### src/rtl/core/mstc_pkg.sv
// Shared constants, types and codes for the magnetometer self-test checker.
package mstc_pkg;

    localparam int SAMPLES  = 5;                 // samples averaged per kind, 1..7
    localparam int AXES     = 3;
    localparam int SAMPLE_W = 16;
    localparam int LIMIT_W  = 16;
    localparam int DELTA_W  = 16;
    localparam int SUM_W    = 19;                // signed sum of up to 7 samples
    localparam int CNT_W    = 3;
    localparam int MAG_W    = SUM_W - 1;         // |sum|
    localparam int QUOT_W   = 16;                // |sum| / SAMPLES, up to 32768
    localparam int AVG_W    = QUOT_W + 1;        // signed average
    localparam int DIFF_W   = AVG_W + 1;         // signed difference of averages

    // reciprocal multiply: floor(a / SAMPLES) == (a * RECIP_M) >> RECIP_K for a < 2**MAG_W
    localparam int RECIP_K  = 24;
    localparam int RECIP_W  = RECIP_K + 1;
    localparam logic [RECIP_W-1:0] RECIP_M = RECIP_W'(((2 ** RECIP_K) + SAMPLES - 1) / SAMPLES);
    localparam int PROD_W   = MAG_W + RECIP_W;

    localparam logic [CNT_W-1:0] CNT_FULL = CNT_W'(SAMPLES);
    localparam logic [CNT_W-1:0] CNT_LAST = CNT_W'(SAMPLES - 1);

    // config register indexes
    localparam logic [1:0] REG_MIN_XY = 2'd0;
    localparam logic [1:0] REG_MAX_XY = 2'd1;
    localparam logic [1:0] REG_MIN_Z  = 2'd2;
    localparam logic [1:0] REG_MAX_Z  = 2'd3;

    localparam logic [LIMIT_W-1:0] MIN_XY_RST = 16'd2281;
    localparam logic [LIMIT_W-1:0] MAX_XY_RST = 16'd6843;
    localparam logic [LIMIT_W-1:0] MIN_Z_RST  = 16'd228;
    localparam logic [LIMIT_W-1:0] MAX_Z_RST  = 16'd2281;

    // failing axis codes
    localparam logic [1:0] FAIL_NONE = 2'd0;
    localparam logic [1:0] FAIL_X    = 2'd1;
    localparam logic [1:0] FAIL_Y    = 2'd2;
    localparam logic [1:0] FAIL_Z    = 2'd3;

    typedef enum logic [1:0] {
        S_COLLECT,
        S_DIVIDE,
        S_DIFF,
        S_JUDGE
    } t_state;

    typedef struct packed {
        logic acc_base;
        logic acc_stim;
        logic clear;
        logic divide;
        logic diff;
    } t_lane_ctl;

    typedef struct packed {
        logic [LIMIT_W-1:0] min_xy;
        logic [LIMIT_W-1:0] max_xy;
        logic [LIMIT_W-1:0] min_z;
        logic [LIMIT_W-1:0] max_z;
    } t_limits;

endpackage

### src/rtl/core/mstc_lane.sv
// One axis lane: sums both sample kinds, divides by SAMPLES and forms |difference|.
module mstc_lane (
    input  logic                                i_clk,
    input  logic                                i_rst_n,
    input  mstc_pkg::t_lane_ctl                 i_ctl,
    input  logic signed [mstc_pkg::SAMPLE_W-1:0] i_sample,
    output logic [mstc_pkg::DELTA_W-1:0]        o_delta
);
    import mstc_pkg::*;

    logic signed [SUM_W-1:0]  r_base_sum;
    logic signed [SUM_W-1:0]  r_stim_sum;
    logic [QUOT_W-1:0]        r_base_q;
    logic [QUOT_W-1:0]        r_stim_q;
    logic                     r_base_neg;
    logic                     r_stim_neg;
    logic [DELTA_W-1:0]       r_delta;

    logic [MAG_W-1:0]         mag_base;
    logic [MAG_W-1:0]         mag_stim;
    logic [PROD_W-1:0]        prod_base;
    logic [PROD_W-1:0]        prod_stim;
    logic signed [AVG_W-1:0]  avg_base;
    logic signed [AVG_W-1:0]  avg_stim;
    logic signed [DIFF_W-1:0] diff;
    logic [DIFF_W-1:0]        diff_abs;

    always_ff @(posedge i_clk) begin
        if (!i_rst_n) begin
            r_base_sum <= '0;
            r_stim_sum <= '0;
        end else if (i_ctl.clear) begin
            r_base_sum <= '0;
            r_stim_sum <= '0;
        end else begin
            if (i_ctl.acc_base) begin
                r_base_sum <= r_base_sum + SUM_W'(i_sample);
            end
            if (i_ctl.acc_stim) begin
                r_stim_sum <= r_stim_sum + SUM_W'(i_sample);
            end
        end
    end

    // truncation toward zero: divide the magnitude, restore the sign later
    always_comb begin
        mag_base  = r_base_sum[SUM_W-1] ? MAG_W'(-r_base_sum) : MAG_W'(r_base_sum);
        mag_stim  = r_stim_sum[SUM_W-1] ? MAG_W'(-r_stim_sum) : MAG_W'(r_stim_sum);
        prod_base = PROD_W'(mag_base) * PROD_W'(RECIP_M);
        prod_stim = PROD_W'(mag_stim) * PROD_W'(RECIP_M);
    end

    always_ff @(posedge i_clk) begin
        if (i_ctl.divide) begin
            r_base_q   <= prod_base[RECIP_K +: QUOT_W];
            r_stim_q   <= prod_stim[RECIP_K +: QUOT_W];
            r_base_neg <= r_base_sum[SUM_W-1];
            r_stim_neg <= r_stim_sum[SUM_W-1];
        end
    end

    always_comb begin
        avg_base = r_base_neg ? -signed'(AVG_W'(r_base_q)) : signed'(AVG_W'(r_base_q));
        avg_stim = r_stim_neg ? -signed'(AVG_W'(r_stim_q)) : signed'(AVG_W'(r_stim_q));
        diff     = DIFF_W'(avg_stim) - DIFF_W'(avg_base);
        diff_abs = diff[DIFF_W-1] ? DIFF_W'(-diff) : DIFF_W'(diff);
    end

    always_ff @(posedge i_clk) begin
        if (i_ctl.diff) begin
            r_delta <= diff_abs[DELTA_W-1:0];
        end
    end

    assign o_delta = r_delta;

endmodule

### config.mk
export PLATFORM = sky130hd
export DESIGN_NAME = mstc_lane
export DESIGN_NICKNAME = d
export VERILOG_FILES = /design/src/rtl/core/mstc_pkg.sv /design/src/rtl/core/mstc_lane.sv
export SDC_FILE = /design/constraint.sdc
export NUM_CORES = 1
export LEC_CHECK = 0
export BUFFER_PORTS_ARGS = -buffer_cell sky130_fd_sc_hd__buf_2
export CAP_MARGIN = 20
export CORE_UTILIZATION = 40
export CTS_CLUSTER_DIAMETER = 40
export DETAILED_ROUTE_END_ITERATION = 12
export PLACE_DENSITY = 0.58
export SLEW_MARGIN = 20
export SYNTH_ARGS = -nofsm -noshare
export SYNTH_HDL_FRONTEND = slang
export SYNTH_SLANG_ARGS = --single-unit
### constraint.sdc
create_clock -name i_clk -period 14.35 [get_ports i_clk]
set_input_delay 0 -clock i_clk [delete_from_list [all_inputs] [get_ports i_clk]]
set_output_delay 0 -clock i_clk [all_outputs]
set_load 0.1 [all_outputs]
==> report_table.html, run 1 <==
<table>
<tr><th>Metric</th><th>Value</th></tr>
<tr><th colspan="2">Run status</th></tr>
<tr><td>Run status</td><td>finished, final reports clean</td></tr>
<tr><th colspan="2">Placement</th></tr>
<tr><td># placed instances</td><td>2313</td></tr>
<tr><td>Routability congestion estimate</td><td>0.903</td></tr>
<tr><td>Half-perimeter wire length after detailed placement</td><td>30.4 mm</td></tr>
<tr><td>Port Buffer Count</td><td>38</td></tr>
<tr><th colspan="2">Power</th></tr>
<tr><td>Clock power frac</td><td>8.8%</td></tr>
<tr><td>Total internal power</td><td>1.29 mW</td></tr>
<tr><td>Switching Fraction</td><td>50.9%</td></tr>
<tr><td>Maximum ir drop on the vdd rail</td><td>0.000108 V</td></tr>
<tr><td>Leakage power</td><td>9.17 nW</td></tr>
<tr><td>Reg power frac</td><td>17.0%</td></tr>
<tr><td>Power density of the placed cells</td><td>150 mW/mm^2</td></tr>
<tr><td>Logic pwr share</td><td>74.2%</td></tr>
<tr><td>Power spent charging and discharging nets</td><td>1.34 mW</td></tr>
<tr><th colspan="2">Global routing</th></tr>
<tr><td>GR Overflow Total</td><td>0</td></tr>
<tr><td>Number of global-route vias before repair</td><td>12000</td></tr>
<tr><td>GR Util All Layers</td><td>17.5%</td></tr>
<tr><td>Initial antenna violation count</td><td>1</td></tr>
<tr><td>Pin count of the biggest net entering global routing</td><td>42</td></tr>
<tr><td>Wire length of the first global-routing pass</td><td>58.8 mm</td></tr>
<tr><th colspan="2">Min path</th></tr>
<tr><td>Worst min path class</td><td>in2reg</td></tr>
<tr><th colspan="2">CTS</th></tr>
<tr><td>Clock buffers created by TritonCTS</td><td>9</td></tr>
<tr><td>Count of buffers added by post-CTS timing repair for setup</td><td>0</td></tr>
<tr><td>Post-cts sizing count</td><td>0</td></tr>
<tr><td>Cell at the root of the clock tree</td><td>clkbuf_16</td></tr>
<tr><td>Clk pin slew, worst setup/hold paths</td><td>0.06 ns</td></tr>
<tr><td>Maximum number of buffers from clock root to sink</td><td>2</td></tr>
<tr><td>Count of hold buffers inserted by post-cts repair</td><td>0</td></tr>
<tr><td>H-tree depth</td><td>3</td></tr>
<tr><td>TritonCTS clock tree</td><td>yes</td></tr>
<tr><td>Worst-Skew Late Latency</td><td>0.35 ns</td></tr>
<tr><td>TritonCTS Sinks</td><td>88</td></tr>
<tr><th colspan="2">Logic synthesis</th></tr>
<tr><td>Main area contributors after synthesis</td><td>ha_1 24%, fa_1 23%, inv_1 9.6%</td></tr>
<tr><td>Number of enable-type register cells in the synthesized netlist</td><td>50</td></tr>
<tr><td>Yosys top cell area share</td><td>23.9%</td></tr>
<tr><td>Post-Synthesis Cells</td><td>1768</td></tr>
<tr><td>Cell type with the largest total area after synthesis</td><td>ha_1</td></tr>
<tr><td>Synth Net Count</td><td>2292</td></tr>
<tr><td>Dominant register cell in the synthesized netlist</td><td>edfxtp_1</td></tr>
<tr><td>Warning count from the yosys run</td><td>0</td></tr>
<tr><td>Top post-synthesis cells by count</td><td>418 x inv_1, 314 x ha_1, 187 x fa_1</td></tr>
<tr><td>Number of flip-flops and latches in the synthesized netlist</td><td>88</td></tr>
<tr><td>Syn_area_per_cell</td><td>9.28 sq um</td></tr>
<tr><td>Number of different library cells in the post-synthesis netlist</td><td>73</td></tr>
<tr><td>Most used standard cell by instance count after synthesis</td><td>inv_1</td></tr>
<tr><td>Async set or reset register ratio after synthesis</td><td>0%</td></tr>
<tr><td>Sequential fraction of the synthesis area</td><td>13.8%</td></tr>
<tr><td>Area of the mapped netlist</td><td>0.0164 sq mm</td></tr>
<tr><th colspan="2">STA</th></tr>
<tr><td>Fin crit share</td><td>55.7%</td></tr>
<tr><td>Unrepaired setup endpoints after global routing</td><td>no</td></tr>
<tr><td>Slew @ Worst Pin</td><td>1.02 ns</td></tr>
<tr><td>TNS Setup</td><td>0 ns</td></tr>
<tr><td>Worst setup skew after layout</td><td>0.00578 ns</td></tr>
<tr><td>Slew margin rel.</td><td>32.0%</td></tr>
<tr><td>Count of final setup violators</td><td>0</td></tr>
<tr><td>Final max-slew violation count</td><td>0</td></tr>
<tr><td>Upper clock frequency limit</td><td>125 MHz</td></tr>
<tr><td>Final critical-path required period</td><td>7.99 ns</td></tr>
<tr><td>Number of hold-slack violations in the final timing report</td><td>0</td></tr>
<tr><th colspan="2">Floorplan</th></tr>
<tr><td>Chip width</td><td>205 um</td></tr>
<tr><td>Effective utilization at floorplan</td><td>40.9%</td></tr>
<tr><td>Vertical extent of the die</td><td>205 um</td></tr>
<tr><td>Core outline area</td><td>0.0401 sq mm</td></tr>
<tr><td>Cell Rows</td><td>73</td></tr>
<tr><td>Die area</td><td>0.0418 sq mm</td></tr>
<tr><td>Top-level I/O count</td><td>39</td></tr>
<tr><th colspan="2">Layout</th></tr>
<tr><td>Area Growth Syn to Fin</td><td>6.54%</td></tr>
<tr><td>Utilization of the core after routing</td><td>43.6%</td></tr>
<tr><td>Final instance count without filler cells</td><td>2330</td></tr>
<tr><td>Share of post-route cells with drive strength above 1</td><td>4.32%</td></tr>
<tr><td>Fillcell total</td><td>3894</td></tr>
<tr><td>Final #Nets</td><td>2323</td></tr>
<tr><th colspan="2">Worst setup path</th></tr>
<tr><td>R2r setup slk</td><td>6.36 ns</td></tr>
<tr><td>Critical Path RT</td><td>14.44 ns</td></tr>
<tr><td>Largest stage delay, worst path</td><td>0.65 ns</td></tr>
<tr><td>Buf+Inv Stages, Crit Path</td><td>5</td></tr>
<tr><td>Critical Path Sink Type</td><td>register</td></tr>
<tr><td>Crit path kind</td><td>reg2reg</td></tr>
<tr><td>CP startpoint kind</td><td>register</td></tr>
<tr><td>CP Data Arrival Time</td><td>8.08 ns</td></tr>
<tr><td>Crit-path slowest cell</td><td>fa_1</td></tr>
<tr><td>Cell family contributing the most delay on the critical path</td><td>adder cells</td></tr>
<tr><td>Crit Path Max Fanout</td><td>9</td></tr>
<tr><th colspan="2">Route</th></tr>
<tr><td>Total vias in the final route</td><td>11600</td></tr>
<tr><td>Per-cell via count in the routed design</td><td>4.96</td></tr>
<tr><td>Post-DRT Antenna Nets</td><td>0</td></tr>
<tr><td>Drt first pass iters</td><td>5</td></tr>
<tr><td>Detailed-route wire length</td><td>34.4 mm</td></tr>
<tr><td>Initial detailed-routing violation count</td><td>459</td></tr>
<tr><td>Detailed-route DRC error count</td><td>0</td></tr>
<tr><td>DR WL/cell</td><td>14.7 um</td></tr>
<tr><th colspan="2">Flow run</th></tr>
<tr><td>Max-Cap Viols</td><td>0</td></tr>
</table>
[cell usage in the layout, fill, tap and decap left out, types with 22 or more instances in the layout]
| cell type | synthesis | final |
|---|---|---|
| inv_1 | 418 | 418 |
| ha_1 | 314 | 314 |
| fa_1 | 187 | 187 |
| xnor2_1 | 85 | 85 |
| nor2_1 | 84 | 84 |
| a21oi_1 | 75 | 75 |
| nand2_1 | 67 | 67 |
| xor2_1 | 55 | 55 |
| edfxtp_1 | 50 | 50 |
| buf_2 | 1 | 38 |
| dfxtp_1 | 38 | 38 |
| nand3_1 | 33 | 33 |
| o21ai_0 | 32 | 32 |
| mux2i_1 | 24 | 24 |
| a21o_1 | 24 | 24 |
| nand2b_1 | 22 | 22 |
[final timing paths]
path	from	endpoint	depth (start not counted)
max	r_base_sum[0]	r_base_q[15]	28
min reg2reg	r_stim_sum[15]	r_stim_sum[15]	2
min	i_ctl[0]	o_delta[12]	1
max reg2reg	r_base_sum[0]	r_base_q[15]	28
[through the flow]
stage	instance area [sq um]	total power, mW	setup slack (ns)	hold slack (ns)
final	17500	2.63	6.36	0.0748
after floorplan	16400	2.03	6.97	0.112
after global routing	17500	2.95	5.80	0.0821
after global placement	17200	2.38	6.41	0.423
after detailed placement	17200	2.41	6.33	0.437
after CTS	17500	2.67	6.30	0.0675
[power by group through the flow]
| stage | Clock [mW] | Combinational, mW | Sequential (mW) |
|---|---|---|---|
| final | 0.232 | 1.95 | 0.446 |
| after global routing | 0.252 | 2.25 | 0.455 |
| after CTS | 0.241 | 1.98 | 0.446 |
| after detailed placement | 0 | 1.96 | 0.452 |
| after global placement | 0 | 1.94 | 0.449 |
| after floorplan | 0 | 1.41 | 0.616 |
[final cells by class]
| type | count | area [sq um] | area share (%) |
|---|---|---|---|
| Antenna cell | 1 | 2.50 | 0.0143 |
| Clock buffer | 11 | 233 | 1.33 |
| Clock inverter | 5 | 56.3 | 0.322 |
| Inverter | 418 | 1570 | 8.97 |
| Multi-Input combinational cell | 1243 | 12500 | 71.5 |
| Sequential cell | 88 | 2260 | 12.9 |
| Tap cell | 525 | 657 | 3.76 |
| Timing Repair Buffer | 39 | 198 | 1.13 |
[cells by family (layout without fill, tap and decap cells)]
kind of cell	count (synthesis)	in the layout	synth area share, %
other	0	1	0
DFF	88	88	13.8
muxes	25	25	1.53
xor gates and xnor gates	141	141	7.57
buffers and inverters	437	473	10.0
and+or+nand+nor	300	300	9.03
adders and majority gates	501	501	46.7
AOI/OAI and AO/OA	276	276	11.3
[state kept, by name, indices dropped and copies added, names as in the netlist]
name / cells
r_base_sum: 19
r_stim_sum: 19
o_delta: 16
r_base_q: 16
r_stim_q: 16
r_base_neg: 1
r_stim_neg: 1
[layer usage]
metal | wire length, um | global-route usage (%) | up-vias
met1 | 17300 | 24.7 | 5458
met3 | 1110 | 2.35 | 30
met2 | 15200 | 28.1 | 168
met4 | 773 | 4.10 | 0
met5 | 0 | 0 | -
li1 | - | - | 5895
Note: power is estimated with default switching activity, not from simulation.
==> inputs of run 2 (changes only) <==
--- a/config.mk
+++ b/config.mk
@@ -10,7 +10,7 @@
 export CORE_UTILIZATION = 40
 export CTS_CLUSTER_DIAMETER = 40
 export DETAILED_ROUTE_END_ITERATION = 12
-export PLACE_DENSITY = 0.58
+export PLACE_DENSITY = 0.6
 export SLEW_MARGIN = 20
 export SYNTH_ARGS = -nofsm -noshare
 export SYNTH_HDL_FRONTEND = slang
==> constraint.sdc (replaced) <==
create_clock -name i_clk -period 7 [get_ports i_clk]
set_input_delay 0 -clock i_clk [delete_from_list [all_inputs] [get_ports i_clk]]
set_output_delay 0 -clock i_clk [all_outputs]
set_load 0.1 [all_outputs]
==> run 2 against run 1 <==
Via count grew 4.5%. Register-to-register slack lost 6.3 ns. Non-clock buffer count grew 143. Critical path depth shrank 1. Flip-flop and latch count is the same. Routed wire length grew 2.1%. Combinational power grew 130%. Clock-buffer cell count shrank 2. Worst setup slack lost 6.3 ns. Total power grew 130%. Design area grew 9.9%.
==> report_table.html, run 2 (synthesized netlist as in run 1, its figures left out) <==
<table>
<tr><th>Metric</th><th>Value</th></tr>
<tr><th colspan="2">Floorplan</th></tr>
<tr><td>Die area</td><td>0.0418 sq mm (unchanged)</td></tr>
<tr><td>Core outline area</td><td>0.0401 sq mm (unchanged)</td></tr>
<tr><td>Vertical extent of the die</td><td>205 um (unchanged)</td></tr>
<tr><td>Effective utilization at floorplan</td><td>40.9% (unchanged)</td></tr>
<tr><td>Cell Rows</td><td>73 (unchanged)</td></tr>
<tr><td>Top-level I/O count</td><td>39 (unchanged)</td></tr>
<tr><td>Chip width</td><td>205 um (unchanged)</td></tr>
<tr><th colspan="2">Route</th></tr>
<tr><td>Total vias in the final route</td><td>12100 (+4.5%)</td></tr>
<tr><td>Per-cell via count in the routed design</td><td>4.88 (-1.5%)</td></tr>
<tr><td>Detailed-route wire length</td><td>35.1 mm (+2.1%)</td></tr>
<tr><td>Drt first pass iters</td><td>4 (-1)</td></tr>
<tr><td>Initial detailed-routing violation count</td><td>456 (-0.65%)</td></tr>
<tr><td>DR WL/cell</td><td>14.2 um (-3.7%)</td></tr>
<tr><td>Detailed-route DRC error count</td><td>0 (unchanged)</td></tr>
<tr><td>Post-DRT Antenna Nets</td><td>0 (unchanged)</td></tr>
<tr><th colspan="2">CTS</th></tr>
<tr><td>Count of hold buffers inserted by post-cts repair</td><td>0 (unchanged)</td></tr>
<tr><td>Maximum number of buffers from clock root to sink</td><td>2 (unchanged)</td></tr>
<tr><td>TritonCTS Sinks</td><td>88 (unchanged)</td></tr>
<tr><td>Worst-Skew Late Latency</td><td>0.34 ns (about the same)</td></tr>
<tr><td>Clock buffers created by TritonCTS</td><td>9 (unchanged)</td></tr>
<tr><td>Clk pin slew, worst setup/hold paths</td><td>0.07 ns (about the same)</td></tr>
<tr><td>Cell at the root of the clock tree</td><td>clkbuf_16</td></tr>
<tr><td>TritonCTS clock tree</td><td>yes</td></tr>
<tr><td>H-tree depth</td><td>3 (unchanged)</td></tr>
<tr><th colspan="2">Worst setup path</th></tr>
<tr><td>Crit path kind</td><td>reg2reg</td></tr>
<tr><td>CP Data Arrival Time</td><td>7.08 ns (-1.00 ns)</td></tr>
<tr><td>Crit-path slowest cell</td><td>fa_2</td></tr>
<tr><td>Critical Path Sink Type</td><td>register</td></tr>
<tr><td>Largest stage delay, worst path</td><td>0.57 ns (-0.08 ns)</td></tr>
<tr><td>CP startpoint kind</td><td>register</td></tr>
<tr><td>Crit Path Max Fanout</td><td>4 (-5)</td></tr>
<tr><td>Critical Path RT</td><td>7.09 ns (-7.35 ns)</td></tr>
<tr><th colspan="2">Global routing</th></tr>
<tr><td>GR Util All Layers</td><td>17.4% (-0.12 points)</td></tr>
<tr><td>Pin count of the biggest net entering global routing</td><td>42 (unchanged)</td></tr>
<tr><td>Wire length of the first global-routing pass</td><td>58.2 mm (-1.0%)</td></tr>
<tr><td>Number of global-route vias before repair</td><td>12300 (+2.9%)</td></tr>
<tr><td>Initial antenna violation count</td><td>0 (-1)</td></tr>
<tr><td>GR Overflow Total</td><td>0 (unchanged)</td></tr>
<tr><th colspan="2">STA</th></tr>
<tr><td>Number of hold-slack violations in the final timing report</td><td>0 (unchanged)</td></tr>
<tr><td>Count of final setup violators</td><td>0 (unchanged)</td></tr>
<tr><td>TNS Setup</td><td>0 ns (unchanged)</td></tr>
<tr><td>Final max-slew violation count</td><td>0 (unchanged)</td></tr>
<tr><td>Fin crit share</td><td>99.9% (+44 points)</td></tr>
<tr><td>Unrepaired setup endpoints after global routing</td><td>yes</td></tr>
<tr><td>Slew margin rel.</td><td>29.1% (-2.9 points)</td></tr>
<tr><td>Worst setup skew after layout</td><td>0.00781 ns (+0.00203 ns)</td></tr>
<tr><td>Slew @ Worst Pin</td><td>1.06 ns (+0.0412 ns)</td></tr>
<tr><td>Upper clock frequency limit</td><td>143 MHz (+14%)</td></tr>
<tr><td>Final critical-path required period</td><td>6.99 ns (-1.00 ns)</td></tr>
<tr><th colspan="2">Flow run</th></tr>
<tr><td>Max-Cap Viols</td><td>0 (unchanged)</td></tr>
<tr><th colspan="2">Placement</th></tr>
<tr><td>Port Buffer Count</td><td>38 (unchanged)</td></tr>
<tr><td>Cell Area, Placed</td><td>0.0182 sq mm (+5.7%)</td></tr>
<tr><td>Half-perimeter wire length after detailed placement</td><td>30.8 mm (+1.3%)</td></tr>
<tr><td>Routability congestion estimate</td><td>0.891 (-1.3%)</td></tr>
<tr><th colspan="2">Layout</th></tr>
<tr><td>Area Growth Syn to Fin</td><td>17.1%</td></tr>
<tr><td>Commonest cells after routing, fill and taps aside</td><td>388 x inv_1, 296 x ha_1, 178 x fa_1</td></tr>
<tr><td>Utilization of the core after routing</td><td>47.9% (+4.3 points)</td></tr>
<tr><td>Most common library cell in the layout ignoring fill and taps</td><td>inv_1</td></tr>
<tr><td>Final #Nets</td><td>2466 (+6.2%)</td></tr>
<tr><td>Share of post-route cells with drive strength above 1</td><td>17.7% (+13 points)</td></tr>
<tr><td>Final antenna diode count</td><td>0 (-1)</td></tr>
<tr><td>Post-layout instance area</td><td>0.0192 sq mm (+9.9%)</td></tr>
<tr><td>Biggest registers after layout</td><td>r_base_sum x19, r_stim_sum x19</td></tr>
<tr><th colspan="2">Power</th></tr>
<tr><td>Maximum ir drop on the vdd rail</td><td>0.000199 V (+84%)</td></tr>
<tr><td>Power density of the placed cells</td><td>308 mW/mm^2 (+100%)</td></tr>
<tr><td>Leakage power</td><td>9.95 nW (+8.5%)</td></tr>
<tr><th colspan="2">Run status</th></tr>
<tr><td>Run status</td><td>finished, final reports clean</td></tr>
<tr><th colspan="2">Min path</th></tr>
<tr><td>Worst min path class</td><td>in2reg</td></tr>
</table>
## run 2: what timing repair did
action	in CTS	in global routing
buffers inserted	14	9
endpoints found under the setup margin	17	22
pin swaps	40	72
gates resized for setup	33	96
cloned	0	0
## run 2: area by class of cell
type	count	area, sq um
Multi-Input combinational cell	1243	13100
Sequential cell	88	2270
Clock inverter	7	67.6
Fill cell	3689	20900
Timing Repair Buffer	182	1290
Inverter	418	1570
Tap cell	525	657
Clock buffer	9	225
## run 2: worst paths after layout
kind / startpoint / to / slack (ns) / cells past startpoint
worst max-delay path: r_base_sum[1] / r_base_q[9] / 0.01 / 27
worst min-delay path: i_ctl[0] / o_delta[15] / 0.07 / 1
worst max register to register: r_base_sum[1] / r_base_q[9] / 0.01 / 27
worst min register to register: r_base_sum[15] / r_base_sum[15] / 0.56 / 2
## run 2: where the power goes
group,internal [mW],total [mW],switching (mW)
logic,1.90,4.55,2.65
registers,0.815,0.901,0.0865
clock network,0.276,0.474,0.198
## run 2: worst max-delay path: cells and delay by family, from the launching register on
family,cells,cell delay [ns]
XOR/XNOR,2,0.36
flip-flops,1,0.32
AO/OA/AOI/OAI,6,1.12
buffers and inverters,5,0.46
AND/OR/NAND/NOR,6,1.25
adder cells (fa/ha/maj),8,3.22
## run 2: per-layer routing
metal,track usage [%],share of wire (%)
met1,24.0,49
met2,28.8,46
met3,2.32,3.1
met4,3.76,1.6
met5,0,0
## run 2: per-stage QoR
stage                     worst slack (ns)  hold WS, ns  instances  power, mW
after floorplan                    -0.0114        0.112       1768       4.16
after global placement              -0.136        0.423       2433       5.05
after detailed placement            -0.261        0.432       2433       5.13
after CTS                          -0.0531       0.0597       2463       5.73
after global routing                -0.325       0.0714       2472       6.57
final                               0.0103       0.0713       2472       5.92
